## src/png_idat_stored_zlib_framer_unit_macros.svh

```systemverilog
// ----------------------------------------------------------------------------
// PNG IDAT framer assertion macros
// Immediate-implication and next-cycle-implication checks on clk and rst_n.
// ----------------------------------------------------------------------------
`ifndef PNG_IDAT_STORED_ZLIB_FRAMER_UNIT_MACROS_SVH
`define PNG_IDAT_STORED_ZLIB_FRAMER_UNIT_MACROS_SVH

`ifndef SYNTHESIS
`define PIDAT_ASSERT_IMP(name, ante, cons) \
    name: assert property (@(posedge clk) disable iff (!rst_n) (ante) |-> (cons)) \
        else $error("pidat: implication check failed");
`define PIDAT_ASSERT_NXT(name, ante, cons) \
    name: assert property (@(posedge clk) disable iff (!rst_n) (ante) |=> (cons)) \
        else $error("pidat: next-cycle check failed");
`else
`define PIDAT_ASSERT_IMP(name, ante, cons)
`define PIDAT_ASSERT_NXT(name, ante, cons)
`endif

`endif

```

## src/pidat_pkg.sv

```systemverilog
// ----------------------------------------------------------------------------
// pidat_pkg
// Shared types, constants and checksum helpers of the IDAT framer.
// ----------------------------------------------------------------------------
package pidat_pkg;

    localparam logic [31:0] CRC_POLY       = 32'hEDB88320;
    localparam logic [31:0] CRC_INIT       = 32'hFFFFFFFF;
    localparam logic [16:0] ADLER_MOD      = 17'd65521;
    localparam logic [15:0] BLOCK_MAX      = 16'hFFFF;
    localparam logic [31:0] ZLEN_FIXED     = 32'd6;

    localparam logic [3:0]  HDR_TYPE_FIRST = 4'd4;
    localparam logic [3:0]  HDR_LAST       = 4'd9;
    localparam logic [3:0]  BLK_LAST       = 4'd4;
    localparam logic [3:0]  WORD_LAST      = 4'd3;

    localparam logic [7:0] HDR_TAIL [0:5] = '{8'h49, 8'h44, 8'h41, 8'h54, 8'h78, 8'h01};

    localparam int Q_DEPTH = 2;
    localparam int Q_AW    = 1;

    typedef struct packed {
        logic [7:0]  data;
        logic        start;
        logic        blk;
        logic        fin;
        logic        last;
        logic [15:0] blen;
        logic [31:0] adler;
        logic [31:0] zlen;
    } entry_t;

    function automatic logic [31:0] crc_byte(input logic [31:0] acc, input logic [7:0] b);
        logic [31:0] c;
        c = acc ^ {24'd0, b};
        for (int i = 0; i < 8; i++)
        begin
            c = c[0] ? (CRC_POLY ^ (c >> 1)) : (c >> 1);
        end
        return c;
    endfunction

    function automatic logic [7:0] be_byte(input logic [31:0] word, input logic [1:0] idx);
        logic [1:0] pos;
        pos = ~idx;
        return word[{pos, 3'b000} +: 8];
    endfunction

endpackage

```

## src/pidat_front.sv

```systemverilog
// ----------------------------------------------------------------------------
// pidat_front
// Accepts raw bytes, tracks chunk and block counts, updates Adler-32 and
// pushes one classified entry per byte into the work queue.
// ----------------------------------------------------------------------------
`include "png_idat_stored_zlib_framer_unit_macros.svh"

module pidat_front #(
    parameter int LENGTH_WIDTH = 24
) (
    input  logic                    clk,
    input  logic                    rst_n,
    input  logic                    cfg_valid,
    output logic                    cfg_ready,
    input  logic [LENGTH_WIDTH-1:0] cfg_data,
    input  logic                    push,
    output logic                    full,
    input  logic [7:0]              data_byte,
    output logic                    q_wr,
    output pidat_pkg::entry_t       q_entry,
    input  logic                    q_full
);

    localparam int LW = LENGTH_WIDTH;
    localparam int BW = LW - 15;

    logic [LW-1:0] eff_reg;
    logic [BW-1:0] blocks_reg;
    logic [LW-1:0] rem_reg;
    logic [15:0]   brem_reg;
    logic [15:0]   lo_reg;
    logic [15:0]   hi_reg;

    logic [LW-1:0] cfg_sat;
    logic [16:0]   cfg_sum;
    logic [BW-1:0] cfg_blocks;

    logic          accept;
    logic          start;
    logic [LW-1:0] rem;
    logic [15:0]   brem;
    logic          blk;
    logic          big;
    logic [15:0]   blen;
    logic [15:0]   lo0;
    logic [15:0]   hi0;
    logic [16:0]   lo_sum;
    logic [16:0]   lo_red;
    logic [15:0]   lo1;
    logic [16:0]   hi_sum;
    logic [16:0]   hi_red;
    logic [15:0]   hi1;
    logic          last;
    logic [31:0]   zlen;

    assign cfg_ready  = 1'b1;
    assign cfg_sat    = (cfg_data[LW-1:1] == '0) ? LW'(2) : cfg_data;
    assign cfg_sum    = {1'b0, cfg_sat[15:0]} + 17'(cfg_sat[LW-1:16]);
    assign cfg_blocks = BW'(cfg_sat[LW-1:16]) + BW'(1) + BW'(cfg_sum[16]);

    assign full   = q_full;
    assign accept = push && !q_full;
    assign q_wr   = accept;

    assign start  = (rem_reg == '0);
    assign rem    = start ? eff_reg : rem_reg;
    assign brem   = start ? 16'd0 : brem_reg;
    assign blk    = (brem == 16'd0);
    assign big    = |rem[LW-1:16];
    assign blen   = big ? pidat_pkg::BLOCK_MAX : rem[15:0];
    assign last   = (rem == LW'(1));

    assign lo0    = start ? 16'd1 : lo_reg;
    assign hi0    = start ? 16'd0 : hi_reg;
    assign lo_sum = {1'b0, lo0} + {9'd0, data_byte};
    assign lo_red = lo_sum - pidat_pkg::ADLER_MOD;
    assign lo1    = (lo_sum >= pidat_pkg::ADLER_MOD) ? lo_red[15:0] : lo_sum[15:0];
    assign hi_sum = {1'b0, hi0} + {1'b0, lo1};
    assign hi_red = hi_sum - pidat_pkg::ADLER_MOD;
    assign hi1    = (hi_sum >= pidat_pkg::ADLER_MOD) ? hi_red[15:0] : hi_sum[15:0];

    assign zlen = 32'(eff_reg) + pidat_pkg::ZLEN_FIXED + 32'({blocks_reg, 2'b00})
                + 32'(blocks_reg);

    always_comb
    begin
        q_entry.data  = data_byte;
        q_entry.start = start;
        q_entry.blk   = blk;
        q_entry.fin   = !big;
        q_entry.last  = last;
        q_entry.blen  = blen;
        q_entry.adler = {hi1, lo1};
        q_entry.zlen  = zlen;
    end

    always_ff @(posedge clk or negedge rst_n)
    begin
        if (!rst_n)
        begin
            eff_reg    <= LW'(2);
            blocks_reg <= BW'(1);
        end
        else if (cfg_valid && cfg_ready)
        begin
            eff_reg    <= cfg_sat;
            blocks_reg <= cfg_blocks;
        end
    end

    always_ff @(posedge clk or negedge rst_n)
    begin
        if (!rst_n)
        begin
            rem_reg  <= '0;
            brem_reg <= 16'd0;
            lo_reg   <= 16'd1;
            hi_reg   <= 16'd0;
        end
        else if (accept)
        begin
            rem_reg  <= rem - LW'(1);
            brem_reg <= (blk ? blen : brem) - 16'd1;
            lo_reg   <= lo1;
            hi_reg   <= hi1;
        end
    end

    `PIDAT_ASSERT_IMP(a_start_opens_block, accept && start, blk)
    `PIDAT_ASSERT_NXT(a_last_closes_chunk, accept && last, rem_reg == '0)

endmodule

```

## src/pidat_queue.sv

```systemverilog
// ----------------------------------------------------------------------------
// pidat_queue
// Short entry queue between the classifying front and the byte serializer.
// ----------------------------------------------------------------------------
`include "png_idat_stored_zlib_framer_unit_macros.svh"

module pidat_queue (
    input  logic              clk,
    input  logic              rst_n,
    input  logic              wr_en,
    input  pidat_pkg::entry_t wr_entry,
    output logic              full,
    input  logic              rd_en,
    output pidat_pkg::entry_t rd_entry,
    output logic              empty
);

    localparam int AW = pidat_pkg::Q_AW;

    pidat_pkg::entry_t slots [pidat_pkg::Q_DEPTH];
    logic [AW:0]       wr_ptr_reg;
    logic [AW:0]       rd_ptr_reg;
    logic              do_wr;
    logic              do_rd;

    assign empty    = (wr_ptr_reg == rd_ptr_reg);
    assign full     = (wr_ptr_reg[AW] != rd_ptr_reg[AW])
                   && (wr_ptr_reg[AW-1:0] == rd_ptr_reg[AW-1:0]);
    assign do_wr    = wr_en && !full;
    assign do_rd    = rd_en && !empty;
    assign rd_entry = slots[rd_ptr_reg[AW-1:0]];

    always_ff @(posedge clk)
    begin
        if (do_wr)
        begin
            slots[wr_ptr_reg[AW-1:0]] <= wr_entry;
        end
    end

    always_ff @(posedge clk or negedge rst_n)
    begin
        if (!rst_n)
        begin
            wr_ptr_reg <= '0;
            rd_ptr_reg <= '0;
        end
        else
        begin
            if (do_wr)
            begin
                wr_ptr_reg <= wr_ptr_reg + (AW+1)'(1);
            end
            if (do_rd)
            begin
                rd_ptr_reg <= rd_ptr_reg + (AW+1)'(1);
            end
        end
    end

    `PIDAT_ASSERT_NXT(a_q_fill, do_wr && !do_rd, !empty)

endmodule

```

## src/pidat_back.sv

```systemverilog
// ----------------------------------------------------------------------------
// pidat_back
// Serializes queue entries into chunk bytes (chunk header, stored block header,
// data, Adler-32 and CRC-32), one byte per clock into the output stage unless stalled.
// ----------------------------------------------------------------------------
`include "png_idat_stored_zlib_framer_unit_macros.svh"

module pidat_back (
    input  logic              clk,
    input  logic              rst_n,
    input  logic              q_empty,
    input  pidat_pkg::entry_t q_head,
    output logic              q_rd,
    output logic              empty,
    input  logic              pop,
    output logic [7:0]        out_byte,
    output logic              last_of_run,
    output logic              chunk_done
);

    typedef enum logic [5:0] {
        ST_IDLE  = 6'b000001,
        ST_HDR   = 6'b000010,
        ST_BLK   = 6'b000100,
        ST_DATA  = 6'b001000,
        ST_ADLER = 6'b010000,
        ST_CRC   = 6'b100000
    } back_state_t;

    back_state_t       state_reg;
    logic [3:0]        cnt_reg;
    pidat_pkg::entry_t cur_reg;
    logic [31:0]       crc_reg;
    logic [7:0]        obyte_reg;
    logic              olast_reg;
    logic              odone_reg;
    logic              ovalid_reg;

    back_state_t       nxt_state;
    back_state_t       first_state;
    logic [7:0]        emit_byte;
    logic              crc_en;
    logic              sec_end;
    logic              ent_end;
    logic              done_flag;
    logic              busy;
    logic              adv;
    logic              emit_go;
    logic              load;

    assign busy    = (state_reg != ST_IDLE);
    assign adv     = !ovalid_reg || pop;
    assign emit_go = busy && adv;
    assign load    = !q_empty && (!busy || (emit_go && ent_end));
    assign q_rd    = load;

    assign empty       = !ovalid_reg;
    assign out_byte    = obyte_reg;
    assign last_of_run = olast_reg;
    assign chunk_done  = odone_reg;

    always_comb
    begin
        if (q_head.start)
        begin
            first_state = ST_HDR;
        end
        else if (q_head.blk)
        begin
            first_state = ST_BLK;
        end
        else
        begin
            first_state = ST_DATA;
        end
    end

    always_comb
    begin
        emit_byte = 8'd0;
        crc_en    = 1'b0;
        sec_end   = 1'b0;
        ent_end   = 1'b0;
        done_flag = 1'b0;
        nxt_state = ST_IDLE;
        unique case (state_reg)
            ST_HDR:
            begin
                if (cnt_reg < pidat_pkg::HDR_TYPE_FIRST)
                begin
                    emit_byte = pidat_pkg::be_byte(cur_reg.zlen, cnt_reg[1:0]);
                end
                else
                begin
                    emit_byte = pidat_pkg::HDR_TAIL[3'(cnt_reg - pidat_pkg::HDR_TYPE_FIRST)];
                    crc_en    = 1'b1;
                end
                sec_end   = (cnt_reg == pidat_pkg::HDR_LAST);
                nxt_state = cur_reg.blk ? ST_BLK : ST_DATA;
            end
            ST_BLK:
            begin
                crc_en = 1'b1;
                unique case (cnt_reg)
                    4'd0:    emit_byte = {7'd0, cur_reg.fin};
                    4'd1:    emit_byte = cur_reg.blen[7:0];
                    4'd2:    emit_byte = cur_reg.blen[15:8];
                    4'd3:    emit_byte = ~cur_reg.blen[7:0];
                    default: emit_byte = ~cur_reg.blen[15:8];
                endcase
                sec_end   = (cnt_reg == pidat_pkg::BLK_LAST);
                nxt_state = ST_DATA;
            end
            ST_DATA:
            begin
                emit_byte = cur_reg.data;
                crc_en    = 1'b1;
                sec_end   = 1'b1;
                ent_end   = !cur_reg.last;
                nxt_state = cur_reg.last ? ST_ADLER : ST_IDLE;
            end
            ST_ADLER:
            begin
                emit_byte = pidat_pkg::be_byte(cur_reg.adler, cnt_reg[1:0]);
                crc_en    = 1'b1;
                sec_end   = (cnt_reg == pidat_pkg::WORD_LAST);
                nxt_state = ST_CRC;
            end
            ST_CRC:
            begin
                emit_byte = pidat_pkg::be_byte(crc_reg ^ pidat_pkg::CRC_INIT, cnt_reg[1:0]);
                sec_end   = (cnt_reg == pidat_pkg::WORD_LAST);
                ent_end   = sec_end;
                done_flag = sec_end;
                nxt_state = ST_IDLE;
            end
            default:
            begin
                nxt_state = ST_IDLE;
            end
        endcase
    end

    always_ff @(posedge clk)
    begin
        if (load)
        begin
            cur_reg <= q_head;
        end
        if (emit_go)
        begin
            obyte_reg <= emit_byte;
            olast_reg <= ent_end;
            odone_reg <= done_flag;
        end
    end

    always_ff @(posedge clk or negedge rst_n)
    begin
        if (!rst_n)
        begin
            state_reg  <= ST_IDLE;
            cnt_reg    <= 4'd0;
            crc_reg    <= pidat_pkg::CRC_INIT;
            ovalid_reg <= 1'b0;
        end
        else
        begin
            if (emit_go)
            begin
                ovalid_reg <= 1'b1;
            end
            else if (pop)
            begin
                ovalid_reg <= 1'b0;
            end

            if (load && q_head.start)
            begin
                crc_reg <= pidat_pkg::CRC_INIT;
            end
            else if (emit_go && crc_en)
            begin
                crc_reg <= pidat_pkg::crc_byte(crc_reg, emit_byte);
            end

            if (load)
            begin
                state_reg <= first_state;
                cnt_reg   <= 4'd0;
            end
            else if (emit_go)
            begin
                if (sec_end)
                begin
                    state_reg <= nxt_state;
                    cnt_reg   <= 4'd0;
                end
                else
                begin
                    cnt_reg <= cnt_reg + 4'd1;
                end
            end
        end
    end

    `PIDAT_ASSERT_IMP(a_done_is_last, ovalid_reg && odone_reg, olast_reg)
    `PIDAT_ASSERT_NXT(a_crc_seed, load && q_head.start, crc_reg == pidat_pkg::CRC_INIT)
    `PIDAT_ASSERT_IMP(a_load_when_free, load, !busy || ent_end)

endmodule

```

## src/png_idat_stored_zlib_framer_unit.sv

```systemverilog
// ----------------------------------------------------------------------------
// png_idat_stored_zlib_framer_unit
// Wraps raw filtered image bytes into one PNG IDAT chunk with a stored
// zlib stream, Adler-32 and CRC-32.
// ----------------------------------------------------------------------------
// The block emits one chunk byte per clock while pop keeps the output stage
// free. Raw bytes in the middle of a stored block stream through at one per
// clock; the first byte of a chunk also brings the length, type, zlib header
// and first block header, the first byte of each later 65535-byte block
// brings its block header, and the last byte brings Adler-32 and CRC-32. The
// output serializer holds the running CRC and works one byte per cycle when
// not stalled; a two-entry queue lets input keep arriving while it is busy.
// The cfg_data length is sampled at chunk start; values below 2 are treated as 2.
module png_idat_stored_zlib_framer_unit #(
    parameter int LENGTH_WIDTH = 24
) (
    input  logic                    clk,
    input  logic                    rst_n,
    input  logic                    cfg_valid,
    output logic                    cfg_ready,
    input  logic [LENGTH_WIDTH-1:0] cfg_data,
    input  logic                    push,
    output logic                    full,
    input  logic [7:0]              data_byte,
    output logic                    empty,
    input  logic                    pop,
    output logic [7:0]              out_byte,
    output logic                    last_of_run,
    output logic                    chunk_done
);

    logic              q_wr;
    logic              q_full;
    logic              q_rd;
    logic              q_empty;
    pidat_pkg::entry_t q_wr_entry;
    pidat_pkg::entry_t q_head;

    pidat_front #(
        .LENGTH_WIDTH (LENGTH_WIDTH)
    ) u_front (
        .clk       (clk),
        .rst_n     (rst_n),
        .cfg_valid (cfg_valid),
        .cfg_ready (cfg_ready),
        .cfg_data  (cfg_data),
        .push      (push),
        .full      (full),
        .data_byte (data_byte),
        .q_wr      (q_wr),
        .q_entry   (q_wr_entry),
        .q_full    (q_full)
    );

    pidat_queue u_queue (
        .clk      (clk),
        .rst_n    (rst_n),
        .wr_en    (q_wr),
        .wr_entry (q_wr_entry),
        .full     (q_full),
        .rd_en    (q_rd),
        .rd_entry (q_head),
        .empty    (q_empty)
    );

    pidat_back u_back (
        .clk         (clk),
        .rst_n       (rst_n),
        .q_empty     (q_empty),
        .q_head      (q_head),
        .q_rd        (q_rd),
        .empty       (empty),
        .pop         (pop),
        .out_byte    (out_byte),
        .last_of_run (last_of_run),
        .chunk_done  (chunk_done)
    );

endmodule
```

## config.mk

```make
export PLATFORM = sky130hd
export DESIGN_NAME = png_idat_stored_zlib_framer_unit
export DESIGN_NICKNAME = d
export VERILOG_FILES = /design/src/pidat_pkg.sv /design/src/pidat_front.sv /design/src/pidat_queue.sv /design/src/pidat_back.sv /design/src/png_idat_stored_zlib_framer_unit.sv
export VERILOG_INCLUDE_DIRS = /design/src /design/src/src
export SDC_FILE = /design/constraint.sdc
export NUM_CORES = 1
export LEC_CHECK = 0
export BUFFER_PORTS_ARGS = -buffer_cell sky130_fd_sc_hd__buf_2
export CORE_ASPECT_RATIO = 1.2
export CORE_MARGIN = 1
export CORE_UTILIZATION = 50
export DETAILED_ROUTE_END_ITERATION = 6
export GPL_TIMING_DRIVEN = 0
export PLACE_DENSITY_LB_ADDON = 0.05
export SETUP_SLACK_MARGIN = 0.15
export SLEW_MARGIN = 20
export SYNTH_ARGS = -nofsm -noshare
export SYNTH_HDL_FRONTEND = slang
export SYNTH_SLANG_ARGS = --single-unit
```

## constraint.sdc

```tcl
create_clock -name clk -period 13.7 [get_ports clk]
set_input_delay 0.685 -clock clk [delete_from_list [all_inputs] [get_ports clk]]
set_output_delay 0.685 -clock clk [all_outputs]
set_load 0.05 [all_outputs]
```

==> key figures <==
Status
  • Status: complete, but fails checks
  • Violated checks: DRC

Setup path
  • Setup Crit Path Kind: flop to flop
  • Slowest library cell on the worst path: nor4_2
  • Worst EP required: 14.17 ns
  • Levels on crit path: 31
  • Worst R2R End: u_front.hi_reg[1]
  • Setup crit start kind: flop
  • WP buf/inv: 6
  • Crit path max-delay family: buffers and inverters
  • Crit path max fanout: 10
  • Crit end category: flop
  • Worst reg2reg startpoint: u_front.rem_reg[11]
  • R2r setup slk: 2.08 ns
  • Slowest stage delay, CP: 0.75 ns
  • Setup crit end: u_front.hi_reg[1]
  • CP most frequent cell: clkbuf_1
  • Reg2reg path depth: 31
  • Crit path DAT: 12.09 ns
  • Beginning of the critical path: u_front.rem_reg[11]

Yosys
  • Synth Register Bits: 419
  • Most frequent cell after synthesis: edfxtp_1
  • Post-Syn Area: 0.0235 mm^2
  • Post-Syn Instances: 2098
  • Ys async rst share: 36.3%
  • Number of flops mapped to enable cells by yosys: 267
  • YS warnings: 0
  • Sequential element share of the synthesized area: 50.6%
  • Synth Flop Type: edfxtp_1
  • Synth top area share: 34.2%
  • Cell taking the most area after synthesis: edfxtp_1
  • Top post-synthesis cells by count: edfxtp_1 (267), nand2_1 (166), nor2_1 (138)
  • Synth cell types: 102
  • Synth Area per Inst: 11.2 um^2
  • Synth area leaders: edfxtp_1 (34%), dfrtp_1 (12%), mux2_2 (5.9%)

Global routing
  • Met2 Usage GRT: 43.8%
  • Largest net degree at the start of global routing: 81
  • Most Used Layer, Global Route: met2
  • Met3 Usage GRT: 4.03%
  • First-pass GRT wire length: 101000 um
  • Global route overflow: 0
  • Vias in the first global route: 16.7k
  • Grt met1 use: 39.8%
  • Initial antenna violation count: 1
  • GRT Resource Usage Total: 28.3%

Clocking
  • CTS root buffer: clkbuf_16
  • Clock Sinks: 419
  • CTS tree: yes
  • CTS buffer count: 45
  • CTS H-tree depth: 2
  • Setup Buffers After CTS: 0
  • Bufs on Longest Clock Path: 3
  • Post-CTS resize count: 0
  • CTS hold repair buffers: 0
  • Clock slew at reported path FFs: 0.06 ns
  • Later-pin clock latency in the skew report: 0.59 ns

Final layout
  • Share of post-route cells with drive strength above 1: 16.2%
  • Fin nets: 2310
  • Ant diodes: 0
  • Post-route cell area: 0.0262 mm^2
  • Area growth, synth to finish: 11.8%
  • Largest register FFs: 172

Floorplanning
  • Die Ht: 239 um
  • DIE AREA: 0.0478 mm^2
  • Initial core utilization: 50.8%
  • Area of the core: 0.0462 mm^2
  • DIE WIDTH: 200 um
  • I/O Pins: 50
  • Number of core rows: 86

Timing
  • Measured slew at the worst slew-check pin: 1.01 ns
  • Slew Limit Fails: 0
  • # setup viols final: 0
  • RSZ-0062 raised after global routing: no
  • Period minus WS final: 11.62 ns
  • Final Hold Viols: 0
  • Final Cycle Share: 84.8%
  • Setup TNS: 0 ns
  • Max Freq: 0.0861 GHz
  • Layout Skew: 0.0299 ns
  • Slew HR: 32.6%

Power
  • Seq pwr share: 35.4%
  • Net Sw Frac: 38.6%
  • Lkg Pwr: 9.43 nW
  • Combinational Power Share: 40.9%
  • Switch Pwr: 0.00207 W
  • Max VDD drop: 0.000188 V
  • PwrDens: 205 mW/mm^2
  • Clock power frac: 23.8%
  • P_int: 0.00329 W

Detailed routing
  • Detail Route Antenna Nets: 0
  • Via density: 6.02
  • Final wirelength: 65700 um
  • # DRC: 1
  • Pre-antenna DRT Iters: 7
  • Vias: 17.2k
  • Average wire per standard cell: 23.0 um
  • Initial drt markers: 1371

Place
  • Buffers on Ports: 46
  • Placer Congestion: 0.942
  • DP Area: 0.0247 mm^2
  • Hpwl dp: 48300 um

Worst hold path
  • Worst Hold Class: primary input to asynchronous set/reset pin

Job
  • Total of max-cap violations: 0
-- cell usage in the layout, fill, tap and decap left out, types with 14 or more instances in the layout --
cell type,instances
o211ai_1,36
a31oi_1,31
xnor2_1,87
nand2b_1,20
nor2b_1,15
and3_1,14
a211oi_1,26
clkbuf_16,47
a22oi_1,14
nand2_1,166
nand4_1,17
xor2_1,48
a21o_1,25
inv_1,81
edfxtp_1,267
dfrtp_1,116
ha_1,62
mux2_2,122
clkbuf_1,116
buf_2,59
and2_1,37
nand3_1,48
o31ai_1,20
nor4_1,19
or3_1,17
nor3b_1,16
a21oi_1,102
o21ai_0,94
mux2i_1,26
nor3_1,39
dfstp_2,36
or4_1,16
nor2_1,137
-- routing by layer --
metal	part of all wire, %	wire [um]	vias to the layer above
li1	-	-	7968
met1	45	29600	8455
met2	45	29500	598
met3	5.9	3860	158
met4	4.2	2740	0
met5	0	0	-
-- kinds of logic after synthesis --
kind of cell               synth area share, %
other                                   0.0320
AOI/OAI and AO/OA                         14.2
and+or+nand+nor                           12.9
muxes                                     7.71
xor gates and xnor gates                  6.91
adders and majority gates                 4.16
buffers and inverters                     3.55
DFF                                       50.6
-- worst reg2reg max path: cells and delay by family, from the launching register on --
kind / cells / cell delay, ns
XOR/XNOR: 1 / 0.21
AO/OA/AOI/OAI: 10 / 2.97
buffers and inverters: 6 / 3.05
multiplexers: 3 / 1.39
flip-flops: 1 / 0.32
adder cells (fa/ha/maj): 2 / 0.83
AND/OR/NAND/NOR: 9 / 2.78
-- layout make-up --
type	count	area [um^2]
clock inverter	21	265
buffer	128	529
tap	616	771
multi-input combinational	1470	10800
timing repair buffer	55	427
sequential	419	11900
fill	3969	19900
inverter	82	308
clock buffer	63	1280
-- metrics by stage --
stage          power (W)  hold WS (ns)  setup WS, ns  std cells  utilization [%]
3_5_place_dp     0.00409         0.472          2.28       2770             53.5
5_1_grt          0.00568         0.116          1.38       2854             56.8
6_report         0.00537        0.0925          2.08       2854             56.8
4_1_cts          0.00537         0.106          2.27       2854             56.8
2_1_floorplan    0.00343         0.389          5.12       2099                -
3_3_place_gp     0.00402         0.459          2.39       2761             53.0
-- power by group through the flow --
stage          Clock, W  Combinational (W)  Sequential [W]
6_report        0.00127            0.00219         0.00190
5_1_grt         0.00135            0.00241         0.00192
4_1_cts         0.00130            0.00218         0.00190
3_5_place_dp          0            0.00217         0.00192
3_3_place_gp          0            0.00209         0.00194
2_1_floorplan         0            0.00154         0.00189
-- worst min-delay path by stage --
stage	startpoint	slack, ns	to
after floorplan	rst_n	0.39	u_back.cnt_reg[0]
after detailed placement	u_front.hi_reg[5]	0.47	u_front.hi_reg[5]
final	rst_n	0.09	u_front.blocks_reg[1]
after CTS	rst_n	0.11	u_back.state_reg[4]
after global placement	u_front.hi_reg[7]	0.46	u_front.hi_reg[7]
after global routing	rst_n	0.12	u_front.blocks_reg[1]
Power figures use the tool's default switching activity.
